### config.mk
export PLATFORM = sky130hd
export DESIGN_NAME = cartridge_bank_mapper_flat
export DESIGN_NICKNAME = d
export VERILOG_FILES = /design/src/rtl/cbm_pkg.sv /design/src/rtl/cbm_stream_if.sv /design/src/rtl/cbm_map.sv /design/src/rtl/cartridge_bank_mapper.sv /design/src/flat_wrapper.sv
export SDC_FILE = /design/constraint.sdc
export NUM_CORES = 1
export LEC_CHECK = 0
export BUFFER_PORTS_ARGS = -buffer_cell sky130_fd_sc_hd__buf_2
export CAP_MARGIN = 15
export CORE_ASPECT_RATIO = 1.4
export CORE_MARGIN = 2
export CORE_UTILIZATION = 45
export DETAILED_ROUTE_END_ITERATION = 12
export PLACE_DENSITY_LB_ADDON = 0.25
export SYNTH_ARGS = -nofsm -noshare
export SYNTH_HDL_FRONTEND = slang
export SYNTH_SLANG_ARGS = --single-unit
### constraint.sdc
create_clock -name clk_i -period 3.9 [get_ports clk_i]
set_clock_uncertainty 0.05 [all_clocks]
set_input_delay 0 -clock clk_i [delete_from_list [all_inputs] [get_ports clk_i]]
set_output_delay 0 -clock clk_i [all_outputs]
set_load 0.01 [all_outputs]
### src/rtl/cbm_pkg.sv
// Shared types and constants of the cartridge bank mapper.
// No dependencies; used by the interface, the mapping logic and the top level.
package cbm_pkg;

  // Sizing defaults for the top-level parameters
  localparam int unsigned MaxRomBanksDefault = 128;
  localparam int unsigned MaxRamBanksDefault = 4;

  // Fixed field widths
  localparam int unsigned AddrW    = 16;
  localparam int unsigned DataW    = 8;
  localparam int unsigned OffsetW  = 22;
  localparam int unsigned RomSelW  = 7;   // MBC1 high:low bank select
  localparam int unsigned CfgIdxW  = 2;
  localparam int unsigned CfgDataW = 8;

  // Mapper kinds
  typedef enum logic [1:0] {
    KIND_PLAIN = 2'd0,
    KIND_MBC1  = 2'd1,
    KIND_MBC2  = 2'd2
  } kind_e;

  // Result targets
  typedef enum logic [1:0] {
    TGT_NONE    = 2'd0,
    TGT_ROM     = 2'd1,
    TGT_RAM     = 2'd2,
    TGT_RAM_OFF = 2'd3
  } target_e;

  // Configuration register indexes
  typedef enum logic [CfgIdxW-1:0] {
    CFG_MAPPER_KIND    = 2'd0,
    CFG_ROM_BANK_COUNT = 2'd1,
    CFG_RAM_BANK_COUNT = 2'd2,
    CFG_RAM_CAPABLE    = 2'd3
  } cfg_idx_e;

  // Bus access
  typedef struct packed {
    logic             operation;
    logic [AddrW-1:0] address;
    logic [DataW-1:0] write_data;
  } req_t;

  // Mapped result
  typedef struct packed {
    logic [1:0]         target;
    logic [OffsetW-1:0] physical_offset;
  } rsp_t;

  // Configuration registers
  typedef struct packed {
    logic [1:0] mapper_kind;
    logic [7:0] rom_bank_count;
    logic [2:0] ram_bank_count;
    logic       ram_capable;
  } cfg_t;

  // Bank controller registers
  typedef struct packed {
    logic       ram_enable;
    logic [4:0] low_bank;
    logic [1:0] high_bank;
    logic       bank_mode;
    logic [3:0] mbc2_bank;
  } bank_t;

endpackage

### src/rtl/cbm_stream_if.sv
// Valid/ready channel carrying one payload of type T per transaction.
// Payload types come from cbm_pkg.
interface cbm_stream_if #(
  parameter type T = logic
) ();
  logic valid;
  logic ready;
  T     payload;

  modport source (output valid, output payload, input ready);
  modport sink   (input valid, input payload, output ready);
endinterface

### src/rtl/cbm_map.sv
// Combinational bank mapping: result of one access and next bank registers.
// Depends on cbm_pkg.
module cbm_map #(
  parameter int unsigned MAX_ROM_BANKS = cbm_pkg::MaxRomBanksDefault,
  parameter int unsigned MAX_RAM_BANKS = cbm_pkg::MaxRamBanksDefault
) (
  input  cbm_pkg::cfg_t  cfg_i,
  input  cbm_pkg::bank_t bank_i,
  input  cbm_pkg::req_t  req_i,
  output cbm_pkg::rsp_t  rsp_o,
  output cbm_pkg::bank_t bank_o
);
  import cbm_pkg::*;

  localparam logic [7:0] MaxRom = 8'(MAX_ROM_BANKS);
  localparam logic [2:0] MaxRam = 3'(MAX_RAM_BANKS);

  logic [7:0]         eff_rom;
  logic [7:0]         eff_rom_m1;
  logic [RomSelW-1:0] mask;
  logic [RomSelW-1:0] sel;
  logic [RomSelW-1:0] rom_bank;
  logic [2:0]         ram_cnt;
  logic [2:0]         ram_cnt_m1;
  logic [1:0]         ram_bank;
  logic               nib_a;

  // Clamp the ROM bank count and form the select mask
  always_comb begin
    eff_rom = cfg_i.rom_bank_count;
    if (eff_rom < 8'd2) eff_rom = 8'd2;
    if (eff_rom > MaxRom) eff_rom = MaxRom;
    eff_rom_m1 = eff_rom - 8'd1;
    mask       = eff_rom_m1[RomSelW-1:0];
  end

  // Switchable ROM bank, with the MBC1 mode-0 skip of 0x20/0x40/0x60
  always_comb begin
    rom_bank = RomSelW'(1);
    sel      = '0;
    case (cfg_i.mapper_kind)
      KIND_MBC1: begin
        sel = bank_i.bank_mode ? {2'b00, bank_i.low_bank}
                               : {bank_i.high_bank, bank_i.low_bank};
        rom_bank = sel & mask;
        if (rom_bank < RomSelW'(2)) begin
          rom_bank = RomSelW'(1);
        end else if (!bank_i.bank_mode &&
                     (rom_bank == 7'h20 || rom_bank == 7'h40 || rom_bank == 7'h60)) begin
          rom_bank = rom_bank + RomSelW'(1);
        end
      end
      KIND_MBC2: begin
        sel      = {3'b000, bank_i.mbc2_bank};
        rom_bank = sel & mask;
        if (rom_bank < RomSelW'(2)) rom_bank = RomSelW'(1);
      end
      default: begin
        sel      = '0;
        rom_bank = RomSelW'(1);
      end
    endcase
  end

  // RAM bank: MBC1 mode 1 only, with a RAM-capable cart of several banks
  always_comb begin
    ram_cnt = (cfg_i.ram_bank_count > MaxRam) ? MaxRam : cfg_i.ram_bank_count;
    ram_cnt_m1 = ram_cnt - 3'd1;
    ram_bank   = 2'b00;
    if (cfg_i.mapper_kind == KIND_MBC1 && cfg_i.ram_capable &&
        ram_cnt > 3'd1 && bank_i.bank_mode) begin
      ram_bank = bank_i.high_bank;
      if ({1'b0, ram_bank} >= ram_cnt) ram_bank = ram_bank & ram_cnt_m1[1:0];
    end
  end

  // Access decode and register writes
  always_comb begin
    nib_a  = (req_i.write_data[3:0] == 4'hA);
    bank_o = bank_i;
    rsp_o.target          = TGT_NONE;
    rsp_o.physical_offset = '0;
    if (!req_i.address[15]) begin
      if (req_i.operation) begin
        case (cfg_i.mapper_kind)
          KIND_MBC1: begin
            case (req_i.address[14:13])
              2'b11:   bank_o.bank_mode  = (req_i.write_data != '0);
              2'b10:   bank_o.high_bank  = req_i.write_data[1:0];
              2'b01:   bank_o.low_bank   = req_i.write_data[4:0];
              default: bank_o.ram_enable = nib_a && (cfg_i.ram_bank_count != 3'd0);
            endcase
          end
          KIND_MBC2: begin
            if (!req_i.address[14]) begin
              if (req_i.address[13]) begin
                if (req_i.address[8]) bank_o.mbc2_bank = req_i.write_data[3:0];
              end else if (!req_i.address[8]) begin
                bank_o.ram_enable = nib_a;
              end
            end
          end
          default: bank_o = bank_i;
        endcase
      end else begin
        rsp_o.target = TGT_ROM;
        rsp_o.physical_offset = req_i.address[14]
            ? OffsetW'({rom_bank, req_i.address[13:0]})
            : OffsetW'(req_i.address);
      end
    end else if (req_i.address[15:13] == 3'b101) begin
      if (bank_i.ram_enable) begin
        rsp_o.target = TGT_RAM;
        rsp_o.physical_offset = OffsetW'({eff_rom, 14'b0})
                              + OffsetW'({ram_bank, req_i.address[12:0]});
      end else begin
        rsp_o.target = TGT_RAM_OFF;
      end
    end
  end

endmodule

### src/rtl/cartridge_bank_mapper.sv
// Top level of the cartridge bank mapper: channels, config registers, pipeline.
// Depends on cbm_pkg, cbm_stream_if and cbm_map.
//
// Usage: req_i carries one CPU bus access per transaction (operation,
// address, write_data); rsp_o returns exactly one result per access, in
// order (target, physical_offset into the ROM image followed by RAM).
// Writes below 0x8000 update the MBC1/MBC2 bank registers and return
// target none; reads map to ROM, RAM, RAM-disabled or none.
// Pipeline: the request transaction loads the input register; the mapping
// is then loaded into the result register, which drives result valid.
// Throughput is one access per cycle while the receiver does not stall;
// the bank registers are updated as an access leaves the input register,
// so the next access already sees the new banks.
// When the receiver stalls, the result register holds and the input
// register takes one more access; after that req_i.ready drops.
// Config writes (cfg_we_i, cfg_idx_i, cfg_wdata_i) take effect at the next edge.
// The user must make them while the block is idle; no logic enforces this.
// Reset: all bank registers clear, config returns to plain ROM, two ROM
// banks, no RAM; both pipeline registers empty.
module cartridge_bank_mapper #(
  parameter int unsigned MAX_ROM_BANKS = cbm_pkg::MaxRomBanksDefault,
  parameter int unsigned MAX_RAM_BANKS = cbm_pkg::MaxRamBanksDefault
) (
  input  logic                         clk_i,
  input  logic                         rst_ni,
  input  logic                         cfg_we_i,
  input  logic [cbm_pkg::CfgIdxW-1:0]  cfg_idx_i,
  input  logic [cbm_pkg::CfgDataW-1:0] cfg_wdata_i,
  cbm_stream_if.sink                   req_i,
  cbm_stream_if.source                 rsp_o
);
  import cbm_pkg::*;

  cfg_t  cfg_q;
  bank_t bank_q;
  bank_t bank_d;
  logic  s1_valid_q;
  req_t  s1_req_q;
  logic  rsp_valid_q;
  rsp_t  rsp_q;
  rsp_t  map_rsp;
  logic  advance;
  logic  req_accept;

  // Handshake
  assign advance     = !rsp_valid_q || rsp_o.ready;
  assign req_i.ready = !s1_valid_q || advance;
  assign req_accept  = req_i.valid && req_i.ready;
  assign rsp_o.valid   = rsp_valid_q;
  assign rsp_o.payload = rsp_q;

  // Configuration registers
  always_ff @(posedge clk_i or negedge rst_ni) begin
    if (!rst_ni) begin
      cfg_q.mapper_kind    <= KIND_PLAIN;
      cfg_q.rom_bank_count <= 8'd2;
      cfg_q.ram_bank_count <= 3'd0;
      cfg_q.ram_capable    <= 1'b0;
    end else if (cfg_we_i) begin
      case (cfg_idx_i)
        CFG_MAPPER_KIND:    cfg_q.mapper_kind    <= cfg_wdata_i[1:0];
        CFG_ROM_BANK_COUNT: cfg_q.rom_bank_count <= cfg_wdata_i;
        CFG_RAM_BANK_COUNT: cfg_q.ram_bank_count <= cfg_wdata_i[2:0];
        CFG_RAM_CAPABLE:    cfg_q.ram_capable    <= cfg_wdata_i[0];
        default:            cfg_q                <= cfg_q;
      endcase
    end
  end

  // Mapping logic between input and result registers
  cbm_map #(
    .MAX_ROM_BANKS(MAX_ROM_BANKS),
    .MAX_RAM_BANKS(MAX_RAM_BANKS)
  ) u_map (
    .cfg_i  (cfg_q),
    .bank_i (bank_q),
    .req_i  (s1_req_q),
    .rsp_o  (map_rsp),
    .bank_o (bank_d)
  );

  // Control state: valid flags and bank registers
  always_ff @(posedge clk_i or negedge rst_ni) begin
    if (!rst_ni) begin
      s1_valid_q  <= 1'b0;
      rsp_valid_q <= 1'b0;
      bank_q      <= '0;
    end else begin
      if (req_accept) begin
        s1_valid_q <= 1'b1;
      end else if (advance) begin
        s1_valid_q <= 1'b0;
      end
      if (advance) begin
        rsp_valid_q <= s1_valid_q;
        if (s1_valid_q) bank_q <= bank_d;
      end
    end
  end

  // Payload registers
  always_ff @(posedge clk_i) begin
    if (req_accept) s1_req_q <= req_i.payload;
    if (advance && s1_valid_q) rsp_q <= map_rsp;
  end

  // A full input register behind a stalled result blocks new requests
  a_stall_blocks: assert property (@(posedge clk_i) disable iff (!rst_ni)
    s1_valid_q && rsp_valid_q && !rsp_o.ready |-> !req_i.ready)
    else $error("request accepted with both stages full");

  // A stalled result register keeps its content
  a_rsp_hold: assert property (@(posedge clk_i) disable iff (!rst_ni)
    rsp_valid_q && !rsp_o.ready |=> rsp_valid_q && rsp_q == $past(rsp_q))
    else $error("stalled result changed");

  // Non-memory targets carry a zero offset
  a_zero_offset: assert property (@(posedge clk_i) disable iff (!rst_ni)
    rsp_valid_q && (rsp_q.target == TGT_NONE || rsp_q.target == TGT_RAM_OFF)
    |-> rsp_q.physical_offset == '0)
    else $error("nonzero offset on unmapped result");

  // RAM offsets lie past the smallest ROM image
  a_ram_past_rom: assert property (@(posedge clk_i) disable iff (!rst_ni)
    rsp_valid_q && rsp_q.target == TGT_RAM |-> rsp_q.physical_offset >= OffsetW'(32'h8000))
    else $error("RAM offset inside ROM image");

endmodule

### src/flat_wrapper.sv
// flat-port wrapper written by rule: the top's interface ports become plain ports
module cartridge_bank_mapper_flat import cbm_pkg::*;
#(
  parameter int unsigned MAX_ROM_BANKS = cbm_pkg::MaxRomBanksDefault,
  parameter int unsigned MAX_RAM_BANKS = cbm_pkg::MaxRamBanksDefault
)
  (clk_i, rst_ni, cfg_we_i, cfg_idx_i, cfg_wdata_i, req_i_valid, req_i_payload, req_i_ready, rsp_o_valid, rsp_o_payload, rsp_o_ready);
  cbm_stream_if #(.T(req_t)) req_i_i ();
  cbm_stream_if #(.T(rsp_t)) rsp_o_i ();
  input  logic clk_i;
  input  logic rst_ni;
  input  logic cfg_we_i;
  input  logic [cbm_pkg::CfgIdxW-1:0] cfg_idx_i;
  input  logic [cbm_pkg::CfgDataW-1:0] cfg_wdata_i;
  input wire logic [$bits(req_i_i.valid)-1:0] req_i_valid;
  input wire logic [$bits(req_i_i.payload)-1:0] req_i_payload;
  output wire logic [$bits(req_i_i.ready)-1:0] req_i_ready;
  output wire logic [$bits(rsp_o_i.valid)-1:0] rsp_o_valid;
  output wire logic [$bits(rsp_o_i.payload)-1:0] rsp_o_payload;
  input wire logic [$bits(rsp_o_i.ready)-1:0] rsp_o_ready;
  assign req_i_i.valid = req_i_valid;
  assign req_i_i.payload = req_i_payload;
  assign req_i_ready = req_i_i.ready;
  assign rsp_o_valid = rsp_o_i.valid;
  assign rsp_o_payload = rsp_o_i.payload;
  assign rsp_o_i.ready = rsp_o_ready;
  cartridge_bank_mapper #(.MAX_ROM_BANKS(MAX_ROM_BANKS), .MAX_RAM_BANKS(MAX_RAM_BANKS)) u_core (.clk_i(clk_i), .rst_ni(rst_ni), .cfg_we_i(cfg_we_i), .cfg_idx_i(cfg_idx_i), .cfg_wdata_i(cfg_wdata_i), .req_i(req_i_i), .rsp_o(rsp_o_i));
endmodule
==> results of run 1 <==
[report_power, final]
part / internal (mW) / total, mW / switching, mW
Sequential: 0.975 / 1.05 / 0.0742
Clock: 0.296 / 0.602 / 0.305
Combinational: 0.190 / 0.397 / 0.208
Total: 1.46 / 2.05 / 0.587
[critical path: stages, from the launching register on]
cell      delay (ns)
dfrtp_1         0.47
or3_4           0.44
or4_1           0.41
nand3_1         0.16
ha_1            0.24
or3b_1          0.41
o2bb2a_1        0.29
a211o_1         0.33
nand2_1         0.10
nand4_2         0.16
xnor2_1         0.16
a311oi_1        0.26
[layer usage]
layer	track usage (%)	vias up	share of wire, %	routed length [µm]
li1	-	1246	-	-
met5	0	-	0	0
met3	3.12	20	3.7	300
met4	11.7	0	3.4	277
met1	21.7	1247	37	3030
met2	37.7	74	55	4460
[cell families (layout without fill, tap and decap cells)]
family          after synthesis  after routing  synth area share [%]
buf+inv                      25            144                  2.87
compound gates               40             40                  8.85
mux                          22             22                  6.86
fa+ha+maj                    10             10                  3.50
simple gates                 95             95                  14.7
xor+xnor                      7              7                  1.71
flops                        78             78                  61.5
[stage by stage]
stage | cells | power (mW) | worst slack (ns) | hold WS (ns) | area [µm²]
2_1_floorplan | 277 | 1.29 | 0.511 | -0.346 | 3580
3_3_place_gp | 436 | 1.42 | 0.329 | 0.0150 | 4010
3_5_place_dp | 436 | 1.42 | 0.249 | 0.0284 | 4010
4_1_cts | 495 | 2.06 | 0.233 | 0.178 | 4630
5_1_grt | 496 | 2.15 | 0.0241 | 0.220 | 4640
6_report | 496 | 2.05 | 0.254 | 0.159 | 4640
[cell usage after synthesis, types with 2 or more instances]
cell / n
nor2b_1: 17
dfrtp_1: 28
o32ai_1: 2
nand2b_1: 7
nor3b_1: 2
nand2_1: 23
ha_1: 10
xnor2_1: 2
nand4_1: 2
a21oi_1: 3
mux2_2: 20
nor2_1: 10
nand3_1: 10
o21ai_0: 10
o22ai_1: 2
xor2_1: 5
o2111ai_1: 2
inv_1: 15
nand3b_1: 4
nor4_1: 2
nor3_1: 4
clkbuf_1: 7
mux2i_1: 2
edfxtp_1: 49
and2_1: 2
and3_1: 4
a211oi_1: 2
[sequential cells by signal, indices dropped and copies added, names as in the netlist]
name	cells
u_core.rsp_o.payload	24
u_core.s1_req_q	25
u_core.s1_valid_q	1
u_core.rsp_o.valid	1
u_core.bank_q	13
u_core.cfg_q	14
[cell type report]
type / count / area (µm²) / area share [%]
clock buffers: 9 / 124 / 2.67
repair buffers: 112 / 786 / 16.9
inverters: 16 / 60.1 / 1.29
clock inverters: 7 / 72.6 / 1.56
multi-input cells: 174 / 1270 / 27.5
well taps: 100 / 125 / 2.70
flip-flops and latches: 78 / 2200 / 47.4
[what timing repair did]
item	CTS	global route
setup buffers	0	1
endpoints found under the hold margin	69	0
hold buffers	43	0
endpoints found under the setup margin	0	2
[path summary, 6_finish.rpt]
path / start / endpoint / cells after the start
setup / recovery: u_core.cfg_q[9] / u_core.rsp_o.payload[14] / 11
hold / removal: rst_ni / u_core.cfg_q[10] / 2
setup reg to reg: u_core.cfg_q[9] / u_core.rsp_o.payload[14] / 11
hold reg to reg: u_core.s1_valid_q / u_core.rsp_o.valid / 1
max in group asynchronous: rst_ni / u_core.bank_q[5] / 2
min in group clk_i: req_i_payload[10] / u_core.s1_req_q[10] / 2
==> metrics list, run 1 <==
- Along the worst path, the maximum fanout reaches 8.
* Reg2Reg Setup Slack: 0.25 ns
* Unrepaired setup endpoints after global routing: no
- Entering global routing, the biggest net connects 30 pins.
* Leftover overflow at the end of global routing: 0
* Number of fill cells: 621
* Final Hold Vio Count: 0
- The analysis attributes to cell leakage a power of 1.92 nW.
- CTS H-Tree Depth: 3
* Data arrival time at the worst-slack endpoint: 3.78 ns
- DR DRC count: 0
- The die is 109 µm tall.
- Dividing the detail-routed wire length by the instance count gives 16.3 µm.
- In the finished design, the share of the clock period the worst path needs comes to 93.5%.
* Weighted congestion at the end of routability-driven global placement: 0.864
- STA puts the critical path data required time at 4.03 ns.
- Status: completed
* Vias in the first global route: 2737
* Dominant register cell in the synthesized netlist: edfxtp_1
* Initial DRC Count: 126
- The pre-antenna-repair detailed-routing pass consisted of 4 iterations.
* Highest ir drop seen on vdd: 331 µV
- STA classifies the critical path startpoint as a flop.
* Worst hold path type: in -> async
- TritonCTS clock tree: done
* Synth top area share: 41.1%
- Number of antenna violations at the first check in global routing: 0
- The number of different library cells used by synthesis comes to 58.
- Antenna-violating nets left: 0
* Critical path class: reg -> reg
* Utilization after layout: 59.9%
- Max-cap violations in this run came to 0.
- Clock period minus worst slack: 3.65 ns
- Dividing the detail-routed via count by the number of cells gives 5.22.
- Total vias in the final route: 2587
- The number of nets in the synthesized netlist is 327.
- Clock tree synthesis inserted a total of 9 buffers.
- Post-cts repair resize count: 0
* Pins Over Slew Limit: 0
- Antenna diodes: 0
- Setup violations remaining at the end of the flow were counted as 0.
* Final-layout setup total negative slack: 0 ns
- The routed design has 8.07 mm of wire.
* Post-Synthesis Cell Area: 3580 µm²
* Initial Util: 46.1%
* Synth Instances: 277
- Global routing used 20.3% of the available tracks.
- Post-synthesis async set-or-reset flop share: 37.2%
- In this run the tool buffered the top-level ports with 65 buffer cells.
* CORE AREA: 7750 µm²
- Clock tree synthesis found a total of 78 sinks.
- The floorplan step defined a die boundary enclosing 8690 µm².
* Leading area contributor after synthesis: edfxtp_1
- Static timing analysis puts the maximum clock frequency at 274 MHz.
* Worst-Margin Slew: 1.10 ns
- Share of cells above drive strength 1: 28.3%
* Avg Inst Size Synth: 12.9 µm²
* Endpoint kind of the worst setup timing path: flop
- The later pin in the worst-skew pair is clocked with a latency of 0.36 ns.
- Synthesis inferred 78 register bits.
- Clock tree synthesis selected as its root buffer the cell clkbuf_8.
- Site row count: 38
- Most common cell after layout, fill and taps aside: buf_2
* Die W: 79.3 µm
- In the layout the commonest cells are 65 x buf_2, 49 x edfxtp_1, 43 x dlygate4sd3_1.
* Syn. warnings: 0
* Number of synthesized flops with an enable pin: 49
* Estimated wirelength of the detail-placed design: 5.67 mm
- After the last flow step, the layout net total stands at 441.
- Largest cells by area after synthesis: edfxtp_1 41%, dfrtp_1 20%, mux2_2 6.3%
- # IOs: 66
- Relative to the synthesized area, the layout overhead comes to 29.8%.
- Portion of the post-synthesis area used by sequential elements: 61.5%
- Max Buffers Root-to-Sink: 2
- For this design the ratio of total power to cell area is 441 nW/µm².
- Clock transition at the registers of the reported paths: 0.08 ns
- The first global-routing pass estimated 13.0 mm of wire.
- In this run the tightest slew margin relative to its limit is 26.7%.
Power figures use the tool's default switching activity.
==> inputs of run 2 (changes only) <==
--- a/config.mk
+++ b/config.mk
@@ -11,6 +11,7 @@
 export CORE_MARGIN = 2
 export CORE_UTILIZATION = 45
 export DETAILED_ROUTE_END_ITERATION = 12
+export MAX_ROUTING_LAYER = met4
 export PLACE_DENSITY_LB_ADDON = 0.25
 export SYNTH_ARGS = -nofsm -noshare
 export SYNTH_HDL_FRONTEND = slang
==> run 2 against run 1 <==
Clock power grew 9.5%. Largest cell class unchanged. Non-clock buffer count shrank 1. Sequential power is essentially flat. Critical path type unchanged.
==> metrics list, run 2 (synthesis gave the netlist of run 1 again) <==
- The number of pins with negative max-slew slack in the final report was 0 (unchanged).
- The data arrival time at the worst-slack endpoint is 3.67 ns (was 3.78 ns).
- The die area was 8690 µm² (unchanged).
* Worst setup SP type: flop (unchanged)
* Final-layout setup total negative slack: 0 ns (unchanged)
- Standby leakage power: 1.92 nW (about the same)
- The final routed DRC violation total is 0 (unchanged).
- Antenna diodes: 0 (unchanged)
* Weighted congestion at the end of routability-driven global placement: 0.861 (was 0.864)
- The element type at the critical path end was a flop (unchanged).
* Highest ir drop seen on vdd: 272 µV (was 331 µV)
- CP required: 3.95 ns (was 4.03 ns)
* Worst hold path type: in -> async (unchanged)
* Critical path class: reg -> reg (unchanged)
- The highest clock frequency the design can meet came to 276 MHz (was 274 MHz).
* Period utilisation layout: 92.9% (was 93.5%)
- The starting density of the core came to 46.1% (unchanged).
* Commonest cells after routing, fill and taps aside: 65 x buf_2, 49 x edfxtp_1, 44 x dlygate4sd3_1 (was 65 x buf_2, 49 x edfxtp_1, 43 x dlygate4sd3_1)
- The total wire length after detailed routing came to 8.14 mm (was 8.07 mm).
* Total internal power: 1.52 mW (was 1.46 mW)
* Worst-Margin Slew: 1.08 ns (was 1.10 ns)
* Unrepaired setup endpoints after global routing: no (unchanged)
* Max capacitance violation total: 0 (unchanged)
- Share of total power in combinational logic: 18.4% (was 19.4%)
- The number of H-tree branching levels was 3 (unchanged).
* Sinks on Clock Net: 78 (unchanged)
- The fraction of power consumed by the clock network came to 31.4% (was 29.4%).
- Status: completed (unchanged).
- Clk Tree Root Cell: clkbuf_8 (unchanged)
- The first-pass GRT wire length came to 12.9 mm (was 13.0 mm).
- Height of the chip: 109 µm (unchanged)
* Final setup violating endpoints: 0 (unchanged)
- The number of endpoints with negative hold slack in the final report came to 0 (unchanged).
- Areal power density over the cells: 451 nW/µm² (was 441 nW/µm²)
* Maximum number of pins on one net before global-route repair: 30 (unchanged)
- The net count of the finished layout came to 440 (was 441).
* Total of buffers placed on input and output ports: 65 (unchanged)
* Cell family contributing the most delay on the critical path: simple AND/OR/NAND/NOR gates (unchanged)
- Clock buffers created by TritonCTS: 9 (unchanged)
* Site row count: 38 (unchanged)
- Delay of the slowest cell on the worst path: 0.47 ns (about the same)
* Antenna-violating nets left: 0 (unchanged)
- The share of total power consumed by net switching is 27.6% (was 28.7%).
* Iteration count of the initial detailed-routing pass: 4 (unchanged)
- The minimum period implied by the final worst setup slack is 3.62 ns (was 3.65 ns).
- Max Buffers Root-to-Sink: 2 (unchanged)
- Clock transition at the registers of the reported paths: 0.09 ns (was 0.08 ns)
- Area growth from synthesis to layout: 30.1% (was 29.8%)
* TritonCTS clock tree: done (unchanged)
* Number of flip-flops under the largest register name: 25 (unchanged)
- Clock insertion delay at the later pin of the skew report: 0.35 ns (was 0.36 ns)
* Number of buffer and inverter instances along the worst setup path: 0 (unchanged)
* Share of cells above drive strength 1: 27.6% (was 28.3%)
- The wire length per cell came to 16.4 µm (was 16.3 µm).
* Number of setup buffers added after CTS: 0 (unchanged)
- The register containing the most flip-flops in the final layout is u_core.s1_req_q (unchanged).
* Switching power summed over all nets: 0.579 mW (was 0.587 mW)
* Max-slew headroom at the worst pin: 28.3% (was 26.7%)
* Vias in the first global route: 2633 (was 2737)
- Overall power: 2.10 mW (was 2.05 mW)
* Number of antenna violations at the first check in global routing: 0 (unchanged)
* Via density: 5.22 (about the same)
- Critical Path, Cell by Cell: or3_4, or4_1, nand3_1, ha_1, or3b_1, o2bb2a_1, a211o_1, nand2_1, nand4_2, mux2i_1, o221ai_1 (was or3_4, or4_1, nand3_1, ha_1, or3b_1, o2bb2a_1, a211o_1, nand2_1, nand4_2, xnor2_1, a311oi_1).
- Estimated wirelength of the detail-placed design: 5.64 mm (was 5.67 mm)
* Global-route total usage across every layer: 20.9% (was 20.3%)
- The number of top-level pins is 66 (unchanged).
- The total congestion overflow came to 0 (unchanged).
* Highest fanout seen on the critical path: 8 (unchanged)
- Total vias in the final route: 2586 (was 2587)
- The cell at the slowest stage of the critical path is dfrtp_1 (unchanged).
- The horizontal die dimension came to 79.3 µm (unchanged).
- The area of the core came to 7750 µm² (unchanged).
- The first-iteration detailed-routing DRC count came to 139 (was 126).
- The register share of total power is 50.2% (was 51.2%).
- The most common cell after layout, fill and taps aside was buf_2 (unchanged).
## run 2: cell count changes in the layout (fill, tap and decap cells not counted), sizes merged
cell / change
buf: -2
bufinv: +1
dlygate4sd3: +1
clkinv: -2
clkbuf: +1
## run 2: path summary, 6_finish.rpt
check                                           end         startpoint  slack, ns  depth (start not counted)
setup / recovery           u_core.rsp_o.payload[15]    u_core.cfg_q[9]       0.28                         11
hold / removal                      u_core.cfg_q[8]             rst_ni       0.16                          2
setup reg to reg           u_core.rsp_o.payload[15]    u_core.cfg_q[9]       0.28                         11
hold reg to reg                  u_core.rsp_o.valid  u_core.s1_valid_q       0.45                          1
max in group asynchronous          u_core.bank_q[1]             rst_ni       3.19                          2
min in group clk_i              u_core.s1_req_q[10]  req_i_payload[10]       0.30                          2
## run 2: power by group through the flow
stage / Clock (mW) / Sequential, mW / Combinational [mW]
after floorplan: 0 / 1.04 / 0.244
after global placement: 0 / 1.07 / 0.345
after detailed placement: 0 / 1.07 / 0.351
after CTS: 0.674 / 1.05 / 0.390
after global routing: 0.705 / 1.07 / 0.427
final: 0.659 / 1.05 / 0.386
## run 2: layer usage
metal / vias up / share of wire (%) / global-route usage [%]
li1: 1242 / - / -
met1: 1247 / 38 / 22.6
met2: 75 / 55 / 36.0
met3: 22 / 4.3 / 5.09
met4: 0 / 3.3 / 9.85
met5: - / 0 / -
## run 2: stage by stage
step           instances  setup WS [ns]  hold WS (ns)  utilization, %  instance area (µm²)
2_1_floorplan        277          0.511        -0.346               -                 3580
3_3_place_gp         435          0.312        0.0152            51.6                 4000
3_5_place_dp         435          0.268        0.0240            51.6                 4000
4_1_cts              495          0.261         0.167            60.0                 4650
5_1_grt              495         0.0194         0.227            60.0                 4650
6_report             495          0.278         0.160            60.0                 4650
## run 2: layout make-up
class | instances | area, µm²
Sequential cell | 78 | 2200
Inverter | 16 | 60.1
Tap cell | 100 | 125
Multi-Input combinational cell | 174 | 1270
Fill cell | 631 | 3100
Clock inverter | 6 | 85.1
Clock buffer | 10 | 128
Timing Repair Buffer | 111 | 781
## run 2: worst reg2reg max path: cells and delay by family, from the launching register on
family	cells	cell delay (ns)
and+or+nand+nor	6	1.65
AOI/OAI and AO/OA	3	0.75
DFF	1	0.47
adders and majority gates	1	0.25
muxes	1	0.19
## run 2: what timing repair did
item / in CTS / in global routing
resized for setup: 0 / 0
hold endpoints to repair: 69 / 0
hold buffers: 44 / 0
==> inputs of run 3 (changes only) <==
--- a/config.mk
+++ b/config.mk
@@ -13,6 +13,7 @@
 export DETAILED_ROUTE_END_ITERATION = 12
 export MAX_ROUTING_LAYER = met4
 export PLACE_DENSITY_LB_ADDON = 0.25
+export RECOVER_POWER = 100
 export SYNTH_ARGS = -nofsm -noshare
 export SYNTH_HDL_FRONTEND = slang
 export SYNTH_SLANG_ARGS = --single-unit
==> run 3 against run 2 <==
The run now ends with capacitance limit, slew limit left. Cell count unchanged. Die area is the same. Utilization fell by 0.53 points. Register-to-register slack hardly changed. Sequential cell count unchanged. Routed wire length is 0.16% lower. Non-clock buffer count did not move. Global-route usage did not move. Highest routed layer unchanged.
==> metrics list, run 3 (synthesis gave the netlist of run 1 again) <==
* Sinks on Clock Net: 78 (unchanged)
- The die area is 8690 µm² (unchanged).
- The wire length per cell came to 16.4 µm (about the same).
* Highest achievable clock rate: 276 MHz (about the same)
* Design Area, Final: 4610 µm² (was 4650 µm²)
- The capturing point of the worst reg2reg path is u_core.rsp_o.payload[15] (unchanged).
- The TritonCTS clock tree was done (unchanged).
- Standby leakage power: 1.83 nW (was 1.92 nW)
- The horizontal die dimension was 79.3 µm (unchanged).
- Max capacitance violation total: 2 (was 0)
- Site row count: 38 (unchanged)
- Worst hold path cell count: 2
- The worst hold slack came to 0.301 ns (was 0.160 ns).
- The fill cell instance count of the final layout was 649 (was 631).
- The deepest clock path buffer count was 2 (unchanged).
* Number of flip-flops under the largest register name: 25 (unchanged)
- Final setup violating endpoints: 0 (unchanged)
* # IOs: 66 (unchanged)
* Max-slew headroom at the worst pin: -9.92% (was 28.3%)
- The final routed DRC violation total was 0 (unchanged).
- The initial antenna violation count was 0 (unchanged).
- Global-route wire length before repair: 12.9 mm (unchanged)
- Antenna-violating nets left: 0 (unchanged)
* Pins Over Slew Limit: 56 (was 0)
- Data arrival time at the worst-slack endpoint: 3.67 ns (about the same)
- Critical-path cell with the highest stage delay: dfrtp_1 (unchanged)
* Most flop-heavy register: u_core.s1_req_q (unchanged)
* Worst hold path type: in -> reg (was in -> async)
- The half-perimeter wire length after placement was 5.64 mm (unchanged).
* Via density: 5.22 (about the same)
- The cell family with the largest share of critical-path delay is simple AND/OR/NAND/NOR gates (unchanged).
- Unrepaired setup endpoints after global routing: no (unchanged)
* Clock period minus worst slack: 3.63 ns (was 3.62 ns)
* Status: finished, violations left (was completed)
* Commonest cells after routing, fill and taps aside: 49 x edfxtp_1, 44 x dlygate4sd3_1, 35 x buf_2 (was 65 x buf_2, 49 x edfxtp_1, 44 x dlygate4sd3_1)
- For hold timing, the worst endpoint is u_core.s1_req_q[10].
- Total wire length: 8.13 mm (was 8.14 mm)
- The power per cell area is 454 nW/µm² (was 451 nW/µm²).
- The number of buffers created by CTS came to 9 (unchanged).
- The transition at the pin with the smallest max-transition slack is 1.65 ns (was 1.08 ns).
- The checks that failed: capacitance limit, slew limit.
* Number of nets at the end of the flow: 440 (unchanged)
* Antenna diodes: 0 (unchanged)
- Leftover overflow at the end of global routing: 0 (unchanged)
* Most common cell after layout, fill and taps aside: edfxtp_1 (was buf_2)
- Clk Tree Root Cell: clkbuf_8 (unchanged)
- The layout overhead on the synthesized area came to 28.9% (was 30.1%).
- Final Hold Vio Count: 0 (unchanged)
- The startpoint type of the worst setup path was a flop (unchanged).
* Period utilisation layout: 93.1% (was 92.9%)
* Endpoint kind of the worst setup timing path: flop (unchanged)
* CTS H-Tree Depth: 3 (unchanged)
- Startpoint of the worst hold path: req_i_payload[10]
* Initial Util: 46.1% (unchanged)
* Reg2Reg Setup Slack: 0.27 ns (was 0.28 ns)
* Highest ir drop seen on vdd: 272 µV (about the same)
- The data required time of the worst path is 3.94 ns (was 3.95 ns).
* Number of buffer and inverter instances along the worst setup path: 0 (unchanged)
- Post-cts repair resize count: 0 (unchanged)
- Reg-to-reg startpoint: u_core.cfg_q[9] (unchanged)
- The delay of the slowest critical-path stage is 0.47 ns (about the same).
- The largest fanout on the critical path is 8 (unchanged).
- CORE AREA: 7750 µm² (unchanged)
- Share of cells above drive strength 1: 19.7% (was 27.6%)
- The via count of the first global-routing pass came to 2633 (unchanged).
- Clock insertion delay at the later pin of the skew report: 0.35 ns (about the same)
- Critical Path, Cell by Cell: or3_4, or4_1, nand3_1, ha_1, or3b_1, o2bb2a_1, a211o_1, nand2_1, nand4_2, mux2i_1, o221ai_1 (unchanged)
* Height of the chip: 109 µm (unchanged)
- Maximum number of pins on one net before global-route repair: 30 (unchanged)
- The clock transition at the registers of the reported paths came to 0.09 ns (about the same).
* Weighted congestion at the end of routability-driven global placement: 0.861 (unchanged)
- Depth of the most critical reg-to-reg path: 11 (unchanged)
* Utilization after layout: 59.5% (was 60.0%)
- The total iterations of the first detailed-routing run came to 6 (was 4).
- Initial DRC Count: 138 (was 139)
* Global-route total usage across every layer: 20.9% (unchanged)
- The category of the critical setup timing path was reg -> reg (unchanged).
- The total number of vias is 2582 (was 2586).
- Final-layout setup total negative slack: 0 ns (unchanged)
* Cell area after placement: 4000 µm² (unchanged)
* Total of buffers placed on input and output ports: 65 (unchanged)
## run 3: cell types whose count changed in the layout (fill, tap and decap cells not counted)
| cell | delta |
|---|---|
| clkbuf_1 | +31 |
| buf_2 | -30 |
| and2_0 | +2 |
| and2_1 | -2 |
| buf_4 | -1 |
## run 3: area by class of cell
type                    instances  area [µm²]  share of cell area (%)
repair buffers                111         739                    16.0
clock inverters                 6        85.1                    1.85
well taps                     100         125                    2.71
flip-flops and latches         78        2200                    47.7
clock buffers                  10         128                    2.77
multi-input cells             174        1270                    27.7
inverters                      16        60.1                    1.30
## run 3: stage by stage
| stage | power, mW | setup WS (ns) | instances |
|---|---|---|---|
| 6_report | 2.09 | 0.271 | 495 |
| 5_1_grt | 2.19 | 0.0194 | 495 |
| 4_1_cts | 2.12 | 0.261 | 495 |
| 3_5_place_dp | 1.42 | 0.268 | 435 |
| 3_3_place_gp | 1.41 | 0.312 | 435 |
| 2_1_floorplan | 1.29 | 0.511 | 277 |
## run 3: what timing repair did
action                                 CTS  global route
setup endpoints to repair                0             0
hold buffers                            44             0
endpoints found under the hold margin   69             0
setup buffers                            0             0
## run 3: how the worst max path moves through the flow
stage / from / endpoint / slack (ns) / depth (start not counted)
final: u_core.cfg_q[9] / u_core.rsp_o.payload[15] / 0.27 / 11
after global routing: u_core.cfg_q[9] / u_core.rsp_o.payload[15] / 0.02 / 11
after CTS: u_core.cfg_q[9] / u_core.rsp_o.payload[15] / 0.26 / 11
after detailed placement: u_core.cfg_q[9] / u_core.rsp_o.payload[15] / 0.27 / 11
after global placement: u_core.cfg_q[9] / u_core.rsp_o.payload[14] / 0.31 / 11
after floorplan: u_core.cfg_q[9] / u_core.rsp_o.payload[14] / 0.51 / 12
## run 3: routing by layer
| metal | up-vias | GRT usage [%] | part of all wire (%) |
|---|---|---|---|
| met4 | 0 | 9.85 | 3.4 |
| met3 | 23 | 5.09 | 4.0 |
| met2 | 71 | 36.0 | 55 |
| li1 | 1245 | - | - |
| met1 | 1243 | 22.6 | 38 |
| met5 | - | - | 0 |
## run 3: power breakdown
| part | switching [mW] | internal [mW] |
|---|---|---|
| registers | 0.0780 | 0.976 |
| logic | 0.203 | 0.177 |
| clock network | 0.298 | 0.360 |
